<file path="src/hw/rtl/assert_macros.svh">
`ifndef ASSERT_MACROS_SVH
`define ASSERT_MACROS_SVH

// Property must hold at every clock edge outside reset.
`define ASSERT_PROP(lbl, clk, rstn, prop) \
  lbl: assert property (@(posedge clk) disable iff (!rstn) prop) \
    else $error("assertion failed: property violated");

// Condition must never be true outside reset.
`define ASSERT_NEVER(lbl, clk, rstn, cond) \
  lbl: assert property (@(posedge clk) disable iff (!rstn) !(cond)) \
    else $error("assertion failed: forbidden condition seen");

`endif

</file>
<file path="src/hw/rtl/bcpf_pkg.sv">
`default_nettype none

package bcpf_pkg;

  localparam int unsigned CoordW = 8;
  localparam int unsigned PixW   = 8;
  localparam int unsigned IndexW = 16;
  localparam int unsigned MaskW  = 8;
  localparam int unsigned CfgIdxW  = 2;
  localparam int unsigned CfgDataW = 1;

  typedef logic [CoordW-1:0]   coord_t;
  typedef logic [PixW-1:0]     pix_t;
  typedef logic [IndexW-1:0]   feat_idx_t;
  typedef logic [MaskW-1:0]    mask_t;
  typedef logic [CfgIdxW-1:0]  cfg_idx_t;
  typedef logic [CfgDataW-1:0] cfg_data_t;

  localparam cfg_idx_t CFG_QUANTIZE_MODE  = 2'd0;
  localparam cfg_idx_t CFG_SECAM_MODE     = 2'd1;
  localparam cfg_idx_t CFG_BACKGROUND_DET = 2'd2;

  // Low nibble halved: the colour code of a palette byte, 0..7.
  function automatic logic [2:0] secam_code(input pix_t p);
    secam_code = p[3:1];
  endfunction

endpackage

`default_nettype wire

</file>
<file path="src/hw/rtl/bcpf_pix_if.sv">
`default_nettype none

interface bcpf_pix_if import bcpf_pkg::*; ();
  logic   valid;
  logic   ready;
  coord_t pixel_row;
  coord_t pixel_col;
  pix_t   pixel_value;
  pix_t   background_value;

  modport source (output valid, pixel_row, pixel_col, pixel_value, background_value,
                  input ready);
  modport sink   (input valid, pixel_row, pixel_col, pixel_value, background_value,
                  output ready);
endinterface

`default_nettype wire

</file>
<file path="src/hw/rtl/bcpf_feat_if.sv">
`default_nettype none

interface bcpf_feat_if import bcpf_pkg::*; ();
  logic      valid;
  logic      ready;
  feat_idx_t feature_index;
  mask_t     feature_value;

  modport source (output valid, feature_index, feature_value, input ready);
  modport sink   (input valid, feature_index, feature_value, output ready);
endinterface

`default_nettype wire

</file>
<file path="src/hw/rtl/bcpf_cfg_if.sv">
`default_nettype none

interface bcpf_cfg_if import bcpf_pkg::*; ();
  logic      valid;
  logic      ready;
  cfg_idx_t  index;
  cfg_data_t data;

  modport source (output valid, index, data, input ready);
  modport sink   (input valid, index, data, output ready);
endinterface

`default_nettype wire

</file>
<file path="src/hw/rtl/block_colour_presence_features_unit.sv">
`default_nettype none

// Block colour-presence feature extractor. Pixels stream in on pix_i, one per
// clock, in raster order with their background bytes; results leave on feat_o.
// Each pixel passes through an input register, then a single pass of
// table lookup and mask update into the output register, so one
// pixel is taken every cycle while feat_o is not stalled. In quantize mode the
// screen is cut into BLOCK_ROWS x BLOCK_COLS blocks; each block's colour mask is
// emitted when its bottom-right pixel arrives. Off-screen pixels and pixels
// beyond the last whole block give no result. In raw mode every on-screen pixel
// gives one result. Configuration writes on cfg_i are always taken and must be
// issued only while no pixel is in flight.

`include "assert_macros.svh"

module block_colour_presence_features_unit import bcpf_pkg::*; #(
  parameter int unsigned SCREEN_HEIGHT = 210,
  parameter int unsigned SCREEN_WIDTH  = 160,
  parameter int unsigned BLOCK_ROWS    = 42,
  parameter int unsigned BLOCK_COLS    = 32
) (
  input  wire          clk_i,
  input  wire          rst_ni,
  bcpf_pix_if.sink     pix_i,
  bcpf_feat_if.source  feat_o,
  bcpf_cfg_if.sink     cfg_i
);

  localparam int unsigned BH      = SCREEN_HEIGHT / BLOCK_ROWS;
  localparam int unsigned BW      = SCREEN_WIDTH / BLOCK_COLS;
  localparam bit          BlockOk = (BH != 0) && (BW != 0);
  localparam int unsigned BhSafe  = (BH == 0) ? 1 : BH;
  localparam int unsigned BwSafe  = (BW == 0) ? 1 : BW;
  localparam int unsigned BxW     = (BLOCK_COLS > 1) ? $clog2(BLOCK_COLS) : 1;
  localparam int unsigned CmpW    = 12;
  localparam int unsigned TabN    = 1 << CoordW;

  localparam logic [CmpW-1:0] ScreenH  = CmpW'(SCREEN_HEIGHT);
  localparam logic [CmpW-1:0] ScreenW  = CmpW'(SCREEN_WIDTH);
  localparam logic [CmpW-1:0] BlkRows  = CmpW'(BLOCK_ROWS);
  localparam logic [CmpW-1:0] BlkCols  = CmpW'(BLOCK_COLS);
  localparam logic [CmpW-1:0] BhLast   = CmpW'(BhSafe - 1);
  localparam logic [CmpW-1:0] BwLast   = CmpW'(BwSafe - 1);
  localparam feat_idx_t       ScreenWX = IndexW'(SCREEN_WIDTH);
  localparam feat_idx_t       BlkColsX = IndexW'(BLOCK_COLS);

  // Configuration registers
  logic quantize_q, secam_q, bgdet_q;

  assign cfg_i.ready = 1'b1;

  always_ff @(posedge clk_i or negedge rst_ni) begin
    if (!rst_ni) begin
      quantize_q <= 1'b1;
      secam_q    <= 1'b0;
      bgdet_q    <= 1'b1;
    end else if (cfg_i.valid) begin
      unique case (cfg_i.index)
        CFG_QUANTIZE_MODE:  quantize_q <= cfg_i.data[0];
        CFG_SECAM_MODE:     secam_q    <= cfg_i.data[0];
        CFG_BACKGROUND_DET: bgdet_q    <= cfg_i.data[0];
        default: ;
      endcase
    end
  end

  // Constant tables: coordinate to block number and offset inside the block
  coord_t row_blk_tab [TabN];
  coord_t row_off_tab [TabN];
  coord_t col_blk_tab [TabN];
  coord_t col_off_tab [TabN];

  for (genvar i = 0; i < TabN; i++) begin : g_tab
    assign row_blk_tab[i] = CoordW'(i / BhSafe);
    assign row_off_tab[i] = CoordW'(i % BhSafe);
    assign col_blk_tab[i] = CoordW'(i / BwSafe);
    assign col_off_tab[i] = CoordW'(i % BwSafe);
  end

  // Input register stage
  logic   s1_valid_q;
  coord_t s1_row_q, s1_col_q;
  pix_t   s1_pix_q, s1_bg_q;
  logic   s1_fire, in_fire;

  logic        out_valid_q;
  feat_idx_t   out_index_q;
  mask_t       out_value_q;
  logic        out_free;

  assign out_free    = !out_valid_q || feat_o.ready;
  assign in_fire     = pix_i.valid && pix_i.ready;
  assign pix_i.ready = !s1_valid_q || s1_fire;

  always_ff @(posedge clk_i or negedge rst_ni) begin
    if (!rst_ni) begin
      s1_valid_q <= 1'b0;
    end else if (pix_i.ready) begin
      s1_valid_q <= pix_i.valid;
    end
  end

  always_ff @(posedge clk_i) begin
    if (in_fire) begin
      s1_row_q <= pix_i.pixel_row;
      s1_col_q <= pix_i.pixel_col;
      s1_pix_q <= pix_i.pixel_value;
      s1_bg_q  <= pix_i.background_value;
    end
  end

  // Single pass: decode position, update the column's mask, form the result
  logic [BLOCK_COLS-1:0][MaskW-1:0] mask_q;

  coord_t         by, bx, dy, dx;
  logic [BxW-1:0] bx_sel;
  logic           on_screen, in_block, blk_start, blk_last, sampled, counted;
  logic           has_result, mask_we;
  mask_t          mask_d;
  feat_idx_t      raw_index, blk_index;
  mask_t          raw_value;

  always_comb begin
    by = row_blk_tab[s1_row_q];
    dy = row_off_tab[s1_row_q];
    bx = col_blk_tab[s1_col_q];
    dx = col_off_tab[s1_col_q];
    bx_sel = bx[BxW-1:0];

    on_screen = ({{(CmpW-CoordW){1'b0}}, s1_row_q} < ScreenH) &&
                ({{(CmpW-CoordW){1'b0}}, s1_col_q} < ScreenW);
    in_block  = BlockOk &&
                ({{(CmpW-CoordW){1'b0}}, by} < BlkRows) &&
                ({{(CmpW-CoordW){1'b0}}, bx} < BlkCols);
    blk_start = (dy == '0) && (dx == '0);
    blk_last  = ({{(CmpW-CoordW){1'b0}}, dy} == BhLast) &&
                ({{(CmpW-CoordW){1'b0}}, dx} == BwLast);
    sampled   = !(dy[0] ^ dx[0] ^ by[0] ^ bx[0]);
    counted   = sampled && (!bgdet_q || (s1_pix_q != s1_bg_q));

    mask_d = blk_start ? '0 : mask_q[bx_sel];
    if (counted) begin
      mask_d = mask_d | (MaskW'(1) << secam_code(s1_pix_q));
    end

    raw_index = IndexW'(s1_row_q) * ScreenWX + IndexW'(s1_col_q);
    blk_index = IndexW'(by) * BlkColsX + IndexW'(bx);
    raw_value = secam_q ? MaskW'(secam_code(s1_pix_q)) : MaskW'(s1_pix_q >> 1);

    has_result = on_screen && (quantize_q ? (in_block && blk_last) : 1'b1);
    mask_we    = on_screen && quantize_q && in_block;
  end

  // A pixel without a result leaves at once; one with a result waits for room.
  assign s1_fire = s1_valid_q && (out_free || !has_result);

  always_ff @(posedge clk_i or negedge rst_ni) begin
    if (!rst_ni) begin
      mask_q <= '0;
    end else if (s1_fire && mask_we) begin
      mask_q[bx_sel] <= mask_d;
    end
  end

  always_ff @(posedge clk_i or negedge rst_ni) begin
    if (!rst_ni) begin
      out_valid_q <= 1'b0;
    end else if (out_free) begin
      out_valid_q <= s1_fire && has_result;
    end
  end

  always_ff @(posedge clk_i) begin
    if (s1_fire && has_result) begin
      out_index_q <= quantize_q ? blk_index : raw_index;
      out_value_q <= quantize_q ? mask_d : raw_value;
    end
  end

  assign feat_o.valid         = out_valid_q;
  assign feat_o.feature_index = out_index_q;
  assign feat_o.feature_value = out_value_q;

  // Assertions
  `ASSERT_PROP(a_result_from_stage, clk_i, rst_ni,
               $rose(out_valid_q) |-> $past(s1_valid_q))
  `ASSERT_NEVER(a_no_take_when_blocked, clk_i, rst_ni,
                s1_valid_q && !s1_fire && pix_i.ready)
  `ASSERT_PROP(a_mask_only_at_block_end, clk_i, rst_ni,
               ($past(s1_fire) && $past(quantize_q) && $past(has_result))
               |-> ($past(in_block) && $past(blk_last)))
  `ASSERT_NEVER(a_mask_write_raw_mode, clk_i, rst_ni,
                s1_fire && mask_we && !quantize_q)

endmodule

`default_nettype wire

</file>
<file path="src/flat_wrapper.sv">
// flat-port wrapper written by rule: the top's interface ports become plain ports
module block_colour_presence_features_unit_flat import bcpf_pkg::*;
#(
  parameter int unsigned SCREEN_HEIGHT = 210,
  parameter int unsigned SCREEN_WIDTH  = 160,
  parameter int unsigned BLOCK_ROWS    = 42,
  parameter int unsigned BLOCK_COLS    = 32
)
  (clk_i, rst_ni, pix_i_valid, pix_i_pixel_row, pix_i_pixel_col, pix_i_pixel_value, pix_i_background_value, pix_i_ready, feat_o_valid, feat_o_feature_index, feat_o_feature_value, feat_o_ready, cfg_i_valid, cfg_i_index, cfg_i_data, cfg_i_ready);
  bcpf_pix_if pix_i_i ();
  bcpf_feat_if feat_o_i ();
  bcpf_cfg_if cfg_i_i ();
  input  wire clk_i;
  input  wire rst_ni;
  input wire logic [$bits(pix_i_i.valid)-1:0] pix_i_valid;
  input wire logic [$bits(pix_i_i.pixel_row)-1:0] pix_i_pixel_row;
  input wire logic [$bits(pix_i_i.pixel_col)-1:0] pix_i_pixel_col;
  input wire logic [$bits(pix_i_i.pixel_value)-1:0] pix_i_pixel_value;
  input wire logic [$bits(pix_i_i.background_value)-1:0] pix_i_background_value;
  output wire logic [$bits(pix_i_i.ready)-1:0] pix_i_ready;
  output wire logic [$bits(feat_o_i.valid)-1:0] feat_o_valid;
  output wire logic [$bits(feat_o_i.feature_index)-1:0] feat_o_feature_index;
  output wire logic [$bits(feat_o_i.feature_value)-1:0] feat_o_feature_value;
  input wire logic [$bits(feat_o_i.ready)-1:0] feat_o_ready;
  input wire logic [$bits(cfg_i_i.valid)-1:0] cfg_i_valid;
  input wire logic [$bits(cfg_i_i.index)-1:0] cfg_i_index;
  input wire logic [$bits(cfg_i_i.data)-1:0] cfg_i_data;
  output wire logic [$bits(cfg_i_i.ready)-1:0] cfg_i_ready;
  assign pix_i_i.valid = pix_i_valid;
  assign pix_i_i.pixel_row = pix_i_pixel_row;
  assign pix_i_i.pixel_col = pix_i_pixel_col;
  assign pix_i_i.pixel_value = pix_i_pixel_value;
  assign pix_i_i.background_value = pix_i_background_value;
  assign pix_i_ready = pix_i_i.ready;
  assign feat_o_valid = feat_o_i.valid;
  assign feat_o_feature_index = feat_o_i.feature_index;
  assign feat_o_feature_value = feat_o_i.feature_value;
  assign feat_o_i.ready = feat_o_ready;
  assign cfg_i_i.valid = cfg_i_valid;
  assign cfg_i_i.index = cfg_i_index;
  assign cfg_i_i.data = cfg_i_data;
  assign cfg_i_ready = cfg_i_i.ready;
  block_colour_presence_features_unit #(.SCREEN_HEIGHT(SCREEN_HEIGHT), .SCREEN_WIDTH(SCREEN_WIDTH), .BLOCK_ROWS(BLOCK_ROWS), .BLOCK_COLS(BLOCK_COLS)) u_core (.clk_i(clk_i), .rst_ni(rst_ni), .pix_i(pix_i_i), .feat_o(feat_o_i), .cfg_i(cfg_i_i));
endmodule
</file>
<file path="config.mk">
export PLATFORM = sky130hd
export DESIGN_NAME = block_colour_presence_features_unit_flat
export DESIGN_NICKNAME = d
export VERILOG_FILES = /design/src/hw/rtl/bcpf_pkg.sv /design/src/hw/rtl/bcpf_pix_if.sv /design/src/hw/rtl/bcpf_feat_if.sv /design/src/hw/rtl/bcpf_cfg_if.sv /design/src/hw/rtl/block_colour_presence_features_unit.sv /design/src/flat_wrapper.sv
export VERILOG_INCLUDE_DIRS = /design/src /design/src/hw/rtl
export SDC_FILE = /design/constraint.sdc
export NUM_CORES = 1
export LEC_CHECK = 0
export ABC_AREA = 1
export BUFFER_PORTS_ARGS = -buffer_cell sky130_fd_sc_hd__buf_2
export CAP_MARGIN = 15
export CORE_MARGIN = 5
export CORE_UTILIZATION = 28
export DETAILED_ROUTE_END_ITERATION = 10
export PLACE_DENSITY = 0.41
export REMOVE_ABC_BUFFERS = 1
export SYNTH_ARGS = -nofsm -noshare
export SYNTH_HDL_FRONTEND = slang
export SYNTH_SLANG_ARGS = --single-unit
</file>
<file path="constraint.sdc">
create_clock -name clk_i -period 4.92 [get_ports clk_i]
set_input_delay 0.738 -clock clk_i [delete_from_list [all_inputs] [get_ports clk_i]]
set_output_delay 0.738 -clock clk_i [all_outputs]
set_load 0.05 [all_outputs]
</file>
==> metrics.yaml, run 1 <==
cells_and_area:
  nNetsFinal: 2973
  n_antenna_cell: 0
  drive_above_1_share_pct: 9.14
  area_growth_pct: 13.4
power_and_ir_drop:
  powerDensity_mw_per_mm2: 399
  leakage_nw: 11.5
  fin_total_pwr_mw: 8.79
  ir_worst_vdd_uv: 234
timing:
  skew_ns: 0.0230
  rsz0062_at_grt: "false"
  worst-slew-pin-transition_ns: 1.05
  period_share_pct: 88.0
  fin_hold_ws_ns: 0.248
  maxSlewViolCount: 0
  slew_headroom_pct: 30.2
  hold_violations: 0
  fmax_mhz: 231
  min_period_ns: 4.33
  tns_ns: 0
  setup_viol: 0
critical_path:
  setup.worst_path.end_class: "output port"
  critical_path_buf_inv_count: 3
  worst-setup-path-type: "flop to output port"
  crit_arrival_ns: 3.59
  required_ns: 4.18
  critical_path.top_delay_family: "simple AND/OR/NAND/NOR gates"
  slowest_stage: "edfxtp_1"
  start_kind: "flop"
  crit_chain: "inv_1 > ha_1 > inv_1 > nand2_1 > nand3_1 > o211ai_1 > nand2_1 > nand2_1 > nand2_1 > nor2_1 > nand2_1 > nand2_1 > nand2_1 > nor2_1 > nand2_1 > nand2_1 > nand4_1 > buf_2"
  cpMostUsedCell: "nand2_1"
  critPathMaxStageDelay_ns: 0.65
  r2r_setup_slack_ns: 0.74
  path_max_fanout: 7
global_routing:
  grt_overflow: 0
  grt_pass1_vias: 18000
  grt_usage_pct: 19.2
  grt_antenna_before_repair: 0
  grt_first_pass_wirelength_um: 112000
  grt_max_degree: 99
clock_tree:
  clockBufferDepth: 3
  postCtsSetupBuffers: 0
  cts_sinks: 317
  clkTransAtPathRegs_ns: 0.06
  cts_hold_buffers: 0
  worstSkewPairLatency_ns: 0.58
  cts_tree: "yes"
  ctsResizeCount: 0
  cts-buffers-inserted: 41
  htree_levels: 2
  ctsRootBufferMaster: "clkbuf_16"
synthesis:
  synth-simple-area-share_pct: 41.9
  ys_warn_count: 0
  synth_compound_gate_area_share_pct: 5.08
  synth_top_area_share_pct: 33.3
  netlist_instances: 2860
  ys_types: 44
  syn_avg_cell_area_um2: 6.80
  seq_area_frac_synth_pct: 42.3
  synth.area.top_cells: "dfrtp_1 33%, nand2_1 29%, edfxtp_1 8.6%"
  yosys.area.top_type: "dfrtp_1"
  synth_top_family_by_area: "simple AND/OR/NAND/NOR gates"
  synth_area_mm2: 0.0194
  muxShareOfSynthArea_pct: 0
  synthAdderAreaFrac_pct: 2.01
  synth-xor-area-share_pct: 0.405
  ys_seq_elements: 317
routing:
  vias: 18400
  drtAntennaViolNets: 0
  wire_per_inst_um: 18.6
  routed_wl_um: 72000
  vias_per_cell: 4.77
  drtIter0Drc: 1439
  drc: 0
  drtPass1Iterations: 5
floorplanning:
  die_x_um: 274
  start_util_pct: 28.3
  core.rowCount: 96
  die_h_um: 274
  ioPinCount: 67
  die-area_mm2: 0.0748
  coreArea_mm2: 0.0687
placed_design:
  gp_congestion: 0.887
  io_buffers: 65
  hpwlAfterDp_um: 47600
hold_path:
  hold_path_class: "input port to asynchronous set/reset pin"
run:
  maxCapViolCount: 0
outcome:
  outcome: "finished, final reports clean"
-- area by class of cell --
cell class / instances / area [um^2]
Clock inverter: 15 / 148
Tap cell: 931 / 1160
Timing Repair Buffer: 114 / 841
Clock buffer: 57 / 1170
Multi-Input combinational cell: 2192 / 9620
Fill cell: 7621 / 46700
Inverter: 237 / 890
Sequential cell: 317 / 8220
-- synthesized netlist by cell type --
cell type,n
conb_1,1
inv_2,18
buf_4,15
nand4_1,43
o41ai_1,1
buf_1,7
buf_6,28
o21bai_1,5
nor2_1,163
nand3_2,1
nand3_1,142
ha_1,28
o22ai_1,6
nor2_4,2
dfrtp_1,259
nand3_4,1
clkbuf_2,1
nand2_1,1499
or2_2,2
o211ai_1,9
inv_1,217
a21oi_1,37
and2_1,2
buf_2,28
nor2_2,38
nand3b_1,46
nor3_1,4
clkinv_1,2
edfxtp_1,56
clkbuf_1,35
nand2_2,16
o22ai_4,1
a31oi_1,2
dfstp_2,2
nor3_2,2
a32o_1,1
nand2_4,3
fa_1,2
xor2_1,8
xnor2_1,1
o21ai_1,35
o21ai_0,83
o221ai_1,2
nor3_4,6
-- layer usage --
metal | wire length [um] | global-route usage [%] | vias to the layer above
met5 | 0 | 0 | -
met4 | 1260 | 4.01 | 0
met3 | 3400 | 2.43 | 80
li1 | - | - | 9000
met1 | 34800 | 27.9 | 8860
met2 | 32500 | 30.8 | 504
-- report_power, final --
group / internal, mW / switching, mW / total [mW]
clock network: 1.76 / 1.22 / 2.99
logic: 0.722 / 1.82 / 2.54
registers: 3.05 / 0.206 / 3.26
total: 5.54 / 3.25 / 8.79
-- cells by family after synthesis --
kind of cell | after synthesis
simple gates | 1970
buf+inv | 351
flops | 317
compound gates | 182
fa+ha+maj | 30
xor+xnor | 9
other cells | 1
-- registers in the layout, indices dropped and copies added (netlist names), 8 cells and up --
| register | cells |
|---|---|
| u_core.s1_row_q | 8 |
| u_core.mask_q | 256 |
| u_core.s1_col_q | 8 |
| u_core.feat_o.feature_index | 16 |
| u_core.s1_bg_q | 8 |
| u_core.s1_pix_q | 8 |
| u_core.feat_o.feature_value | 8 |
-- worst paths after layout --
kind | startpoint | end | depth (start not counted)
setup / recovery | u_core.s1_row_q[1]$_DFFE_PP_ | pix_i_ready | 18
hold / removal | rst_ni | u_core.mask_q[168]$_DFFE_PN0P_ | 1
setup reg to reg | u_core.s1_row_q[1]$_DFFE_PP_ | u_core.mask_q[183]$_DFFE_PN0P_ | 22
hold reg to reg | u_core.mask_q[2]$_DFFE_PN0P_ | u_core.mask_q[2]$_DFFE_PN0P_ | 2
max in group asynchronous | rst_ni | u_core.mask_q[152]$_DFFE_PN0P_ | 2
min in group clk_i | pix_i_pixel_col[0] | u_core.s1_col_q[0]$_DFFE_PP_ | 1
-- cell usage in the layout (no fill, tap or decap), types with 3 or more instances in the layout --
cell type   Yosys  routed
xor2_1          8       8
clkinv_1        2       4
nand2_1      1499    1499
a21oi_1        37      37
clkbuf_1       35       9
inv_1         217     217
o21ai_1        35      35
nor3_4          6       6
o21ai_0        83      83
buf_12          0      11
clkinvlp_4      0       3
o21bai_1        5       5
nor2_1        163     162
nand2_2        16      16
buf_2          28      64
nand3b_1       46      46
clkbuf_8        0       6
dfrtp_1       259     259
inv_2          18      18
nand4_1        43      43
o22ai_1         6       6
buf_4          15      38
nand3_1       142     142
o211ai_1        9       9
clkinv_2        0       6
nor3_1          4       4
clkbuf_16       0      42
nor2_2         38      39
ha_1           28      28
edfxtp_1       56      56
-- through the flow --
stage | instances | util (%) | area [um^2] | setup slack (ns)
final | 3863 | 32.1 | 22000 | 0.592
after global routing | 3863 | 32.1 | 22000 | 0.245
after CTS | 3863 | 32.1 | 22000 | 0.518
after detailed placement | 3791 | 30.2 | 20700 | 0.704
after global placement | 3791 | 30.2 | 20700 | 0.678
after floorplan | 2746 | - | 18700 | 0.716
No activity file was read; power rests on OpenSTA's default activity.
==> run 2: changes to the inputs <==
PLACE_DENSITY = 0.44   (was 0.41)
==> run 2 against run 1 <==
Final cell count increased by 0.21%. Fmax is 2.7% lower. Global-route usage is 1.0 points lower. Critical path depth unchanged. First-iteration DRC count is 1.3% higher. Wire length down 5.1%. Power up 1.8%. Clock power is 6% higher. Count of clock-buffer cells in the layout is 2 higher. Sequential share of layout area is 0.26 points lower. Register-to-register slack lost 0.06 ns. Highest routed layer unchanged.
==> metrics.yaml, run 2 (same netlist as run 1, synthesis figures left out) <==
outcome:
  outcome: "finished, final reports clean"
routing:
  drc: 0  # unchanged
  drtAntennaViolNets: 0  # unchanged
  drtIter0Drc: 1458  # +1.3%
  routed_wl_um: 68400  # -5.1%
  vias: 18300  # -0.56%
  vias_per_cell: 4.74  # -0.77%
  wire_per_inst_um: 17.7  # -5.3%
  drtPass1Iterations: 8  # +3
clock_tree:
  clkTransAtPathRegs_ns: 0.06  # about the same
  cts-buffers-inserted: 41  # unchanged
  cts_tree: "yes"
  cts_sinks: 317  # unchanged
  ctsRootBufferMaster: "clkbuf_16"
  postCtsSetupBuffers: 0  # unchanged
  worstSkewPairLatency_ns: 0.58  # about the same
  cts_hold_buffers: 0  # unchanged
  ctsResizeCount: 0  # unchanged
  htree_levels: 2  # unchanged
  clockBufferDepth: 3  # unchanged
global_routing:
  grt_max_degree: 105  # +6.1%
  grt_antenna_before_repair: 0  # unchanged
  grt_pass1_vias: 18200  # +0.98%
  grt_overflow: 0  # unchanged
  grt_first_pass_wirelength_um: 108000  # -3.8%
  grt_usage_pct: 18.2  # -1.0 points
floorplanning:
  die-area_mm2: 0.0748  # unchanged
  coreArea_mm2: 0.0687  # unchanged
  start_util_pct: 28.3  # unchanged
  core.rowCount: 96  # unchanged
  die_h_um: 274  # unchanged
  die_x_um: 274  # unchanged
  ioPinCount: 67  # unchanged
critical_path:
  critical_path_buf_inv_count: 3  # unchanged
  slowest_stage: "edfxtp_1"
  cpMostUsedCell: "nand2_1"
  required_ns: 4.18  # about the same
  critical_path.top_delay_family: "simple AND/OR/NAND/NOR gates"
  critPathMaxStageDelay_ns: 0.64  # about the same
  path_max_fanout: 7  # unchanged
  start_kind: "flop"
  crit_arrival_ns: 3.71  # +0.12 ns
  setup.worst_path.end_class: "output port"
  crit_chain: "inv_1 > ha_1 > inv_1 > nand2_1 > nand3_1 > o211ai_1 > nand2_1 > nand2_1 > nand2_1 > nor2_1 > nand2_1 > nand2_1 > nand2_1 > nor2_1 > nand2_1 > nand2_1 > nand4_1 > buf_2"
  worst-setup-path-type: "flop to output port"
cells_and_area:
  largest_register: "u_core.mask_q"
  fin_cells: 3871  # +0.21%
  largest_reg_flops: 256  # unchanged
  nNetsFinal: 2979  # +0.20%
  area_growth_pct: 14.2
  postLayoutCoreUtil_pct: 32.3  # +0.22 points
  n_antenna_cell: 0  # unchanged
  final_common_cell: "nand2_1"
  mostFrequentLayoutCells: "1,499 x nand2_1, 259 x dfrtp_1, 217 x inv_1"
  drive_above_1_share_pct: 9.35  # +0.21 points
timing:
  period_share_pct: 90.4  # +2.4 points
  tns_ns: 0  # unchanged
  skew_ns: 0.0234  # +0.000394 ns
  maxSlewViolCount: 0  # unchanged
  rsz0062_at_grt: "false"
  setup_viol: 0  # unchanged
  min_period_ns: 4.45  # +0.119 ns
  slew_headroom_pct: 41.1  # +11 points
  worst-slew-pin-transition_ns: 0.884  # -0.161 ns
  hold_violations: 0  # unchanged
  fmax_mhz: 225  # -2.7%
run:
  maxCapViolCount: 0  # unchanged
hold_path:
  hold_path_class: "input port to asynchronous set/reset pin"
placed_design:
  hpwlAfterDp_um: 46200  # -2.9%
  io_buffers: 65  # unchanged
  gp_congestion: 0.849  # -4.3%
  dp.cells: 3797  # +0.16%
power_and_ir_drop:
  powerDensity_mw_per_mm2: 403  # +1.1%
  ir_worst_vdd_uv: 250  # +6.6%
  leakage_nw: 11.6  # +0.68%
## run 2: cell types whose count changed in the layout (fill, tap and decap cells not counted)
| cell | before | now |
|---|---|---|
| buf_4 | 38 | 43 |
| clkinv_2 | 6 | 2 |
| bufinv_16 | 2 | 5 |
| clkbuf_8 | 6 | 8 |
| clkinvlp_4 | 3 | 1 |
| buf_12 | 11 | 12 |
| clkbuf_1 | 9 | 10 |
| clkbuf_16 | 42 | 41 |
| clkinv_4 | 0 | 1 |
| clkinv_8 | 1 | 2 |
| inv_6 | 0 | 1 |
## run 2: worst reg2reg max path, delay by kind of cell, from the launching register on
kind            cells  cell delay (ns)
flops               1             0.45
buf+inv             4             0.78
compound gates      2             0.33
fa+ha+maj           1             0.24
simple gates       15             2.35
## run 2: per-layer routing
metal  track usage, %  vias to the layer above  share of wire [%]
li1                 -                     9011                  -
met1             25.8                     8784                 48
met2             29.7                      467                 45
met3             2.20                       78                4.8
met4             4.47                        0                2.2
met5                0                        -                  0
## run 2: stage by stage
step	setup slack (ns)	hold slack [ns]	total power [mW]	area, um^2
after floorplan	0.716	0.440	4.74	18700
after global placement	0.750	0.454	5.82	20800
after detailed placement	0.714	0.456	5.83	20800
after CTS	0.403	0.261	9.05	22200
after global routing	0.213	0.300	9.47	22200
final	0.472	0.208	8.95	22200
## run 2: worst paths after layout
kind / cells after the start / slack (ns) / to / startpoint
setup / recovery: 18 / 0.47 / pix_i_ready / u_core.s1_row_q[1]$_DFFE_PP_
hold / removal: 1 / 0.21 / u_core.mask_q[188]$_DFFE_PN0P_ / rst_ni
setup reg to reg: 22 / 0.68 / u_core.mask_q[189]$_DFFE_PN0P_ / u_core.s1_col_q[0]$_DFFE_PP_
hold reg to reg: 2 / 0.47 / u_core.mask_q[241]$_DFFE_PN0P_ / u_core.mask_q[241]$_DFFE_PN0P_
max in group asynchronous: 2 / 3.67 / u_core.mask_q[27]$_DFFE_PN0P_ / rst_ni
min in group clk_i: 1 / 0.34 / u_core.s1_row_q[6]$_DFFE_PP_ / pix_i_pixel_row[6]
## run 2: report_power, final
group / internal (mW) / switching (mW)
clock network: 1.93 / 1.24
registers: 3.05 / 0.201
logic: 0.726 / 1.80
## run 2: layout make-up
class / instances / area (um^2)
multi-input cells: 2192 / 9620
clock buffers: 59 / 1170
repair buffers: 120 / 898
well taps: 931 / 1160
flip-flops and latches: 317 / 8220
clock inverters: 15 / 236
fillers: 7607 / 46500
inverters: 237 / 890
==> run 3: changes to the inputs <==
TNS_END_PERCENT = 50   (was not set)
clock period = 4.88 ns   (was 4.92 ns; I/O delays follow)
==> run 3 against run 2 <==
Global-route usage is 0.21 points lower. Clock power is 5% lower. First-iteration DRC count is 8.4% higher. Non-clock buffer count is 8 lower. Combinational power hardly changed. Critical path depth is 2 lower. Via count is 1.1% lower. Sequential power hardly changed. Largest power group unchanged.
==> metrics.yaml, run 3 (same netlist as run 1, synthesis figures left out) <==
clock_tree:
  cts_sinks: 317  # unchanged
  clockBufferDepth: 3  # unchanged
  htree_levels: 2  # unchanged
  ctsResizeCount: 0  # unchanged
  worstSkewPairLatency_ns: 0.58  # about the same
  clkTransAtPathRegs_ns: 0.06  # about the same
  ctsRootBufferMaster: "clkbuf_16"
  cts_hold_buffers: 0  # unchanged
  cts-buffers-inserted: 41  # unchanged
  postCtsSetupBuffers: 0  # unchanged
  cts_tree: "yes"
floorplanning:
  die_x_um: 274  # unchanged
  start_util_pct: 28.3  # unchanged
  die-area_mm2: 0.0748  # unchanged
  coreArea_mm2: 0.0687  # unchanged
  ioPinCount: 67  # unchanged
  die_h_um: 274  # unchanged
  core.rowCount: 96  # unchanged
global_routing:
  grt_usage_pct: 18.0  # -0.21 points
  grt_antenna_before_repair: 0  # unchanged
  grt_max_degree: 108  # +2.9%
  grt_overflow: 0  # unchanged
  grt_pass1_vias: 17800  # -2.0%
  grt_first_pass_wirelength_um: 106000  # -1.3%
power_and_ir_drop:
  ir_worst_vdd_uv: 201  # -20%
  fin_total_pwr_mw: 8.81  # -1.5%
  powerDensity_mw_per_mm2: 400  # -0.88%
  leakage_nw: 11.5  # -0.65%
critical_path:
  start_kind: "flop"
  crit_arrival_ns: 3.60  # -0.11 ns
  required_ns: 4.15  # -0.03 ns
  setup.worst_path.end_class: "output port"
  path_max_fanout: 7  # unchanged
  worst-setup-path-type: "flop to output port"
cells_and_area:
  n_antenna_cell: 0  # unchanged
  largest_reg_flops: 256  # unchanged
  mostFrequentLayoutCells: "1,499 x nand2_1, 259 x dfrtp_1, 217 x inv_1"
  fin_cells: 3861  # -0.26%
  drive_above_1_share_pct: 9.04  # -0.31 points
  nNetsFinal: 2971  # -0.27%
  postLayoutCoreUtil_pct: 32.1  # -0.21 points
  fin_area_mm2: 0.0220  # -0.66%
  area_growth_pct: 13.4
  final_common_cell: "nand2_1"
  largest_register: "u_core.mask_q"
routing:
  routed_wl_um: 68100  # -0.36%
  drtAntennaViolNets: 0  # unchanged
  vias_per_cell: 4.70  # -0.83%
  drc: 0  # unchanged
  drtIter0Drc: 1580  # +8.4%
  vias: 18100  # -1.1%
  wire_per_inst_um: 17.6  # about the same
  drtPass1Iterations: 6  # -2
timing:
  fmax_mhz: 231
  setup_viol: 0  # unchanged
  slew_headroom_pct: 35.5  # -5.6 points
  hold_violations: 0  # unchanged
  rsz0062_at_grt: "false"
  min_period_ns: 4.34
  tns_ns: 0  # unchanged
  skew_ns: 0.0249  # +0.00151 ns
  period_share_pct: 88.8
  maxSlewViolCount: 0  # unchanged
  worst-slew-pin-transition_ns: 0.968  # +0.0836 ns
outcome:
  outcome: "finished, final reports clean"
placed_design:
  dp.cells: 3789  # -0.21%
  io_buffers: 65  # unchanged
  hpwlAfterDp_um: 45400  # -1.7%
  placed_cell_area_mm2: 0.0207  # -0.23%
  gp_congestion: 0.847  # -0.24%
hold_path:
  hold_path_class: "input port to asynchronous set/reset pin"
run:
  maxCapViolCount: 0  # unchanged
## run 3: cell count changes in the layout (fill, tap and decap cells not counted), sizes merged
cell | previous run | this run
buf | 120 | 112
bufinv | 5 | 2
clkinv | 9 | 12
clkbuf | 59 | 57
## run 3: per-layer routing
metal  up-vias  share of wire (%)  GRT usage (%)
met5         -                  0              0
li1       8986                  -              -
met2       438                 45           28.7
met3        82                5.2           2.63
met1      8635                 48           25.9
met4         0                2.0           4.00
## run 3: path summary, 6_finish.rpt
| path | startpoint | endpoint | slack, ns | cells after the start |
|---|---|---|---|---|
| max | u_core.s1_row_q[1]$_DFFE_PP_ | pix_i_ready | 0.54 | 16 |
| min | rst_ni | u_core.mask_q[112]$_DFFE_PN0P_ | 0.22 | 1 |
| max reg2reg | u_core.s1_col_q[2]$_DFFE_PP_ | u_core.mask_q[186]$_DFFE_PN0P_ | 0.72 | 21 |
| min reg2reg | u_core.mask_q[242]$_DFFE_PN0P_ | u_core.mask_q[242]$_DFFE_PN0P_ | 0.47 | 2 |
| max in group asynchronous | rst_ni | u_core.mask_q[229]$_DFFE_PN0P_ | 3.52 | 2 |
| min in group clk_i | pix_i_pixel_col[1] | u_core.s1_col_q[1]$_DFFE_PP_ | 0.34 | 1 |
## run 3: metrics by stage
step,setup slack [ns],hold WS (ns)
2_1_floorplan,0.676,0.436
3_3_place_gp,0.701,0.453
3_5_place_dp,0.718,0.456
4_1_cts,0.471,0.236
5_1_grt,0.178,0.291
6_report,0.544,0.215
## run 3: final cells by class
cell class	instances	area, um^2
Sequential cell	317	8220
Fill cell	7605	46700
Tap cell	931	1160
Multi-Input combinational cell	2192	9620
Clock inverter	15	154
Inverter	237	890
Timing Repair Buffer	112	851
Clock buffer	57	1160
## run 3: worst max-delay path: stages (launching register included)
cell and delay (ns):
edfxtp_1 0.60, inv_1 0.29, ha_1 0.39, o21ai_0 0.15, o21ai_0 0.29, nand2_1 0.12, nand2_1 0.07, nor2_1 0.04
nor2_1 0.09, nand2_1 0.07, nand2_1 0.11, nand2_1 0.08, nor2_1 0.12, nand2_1 0.06, nand2_1 0.11, nand4_1 0.16
buf_2 0.29
## run 3: power by group
group / switching [mW] / leakage, nW / internal [mW]
Combinational: 1.79 / 6.75 / 0.737
Sequential: 0.196 / 4.12 / 3.08
Clock: 1.25 / 0.642 / 1.76
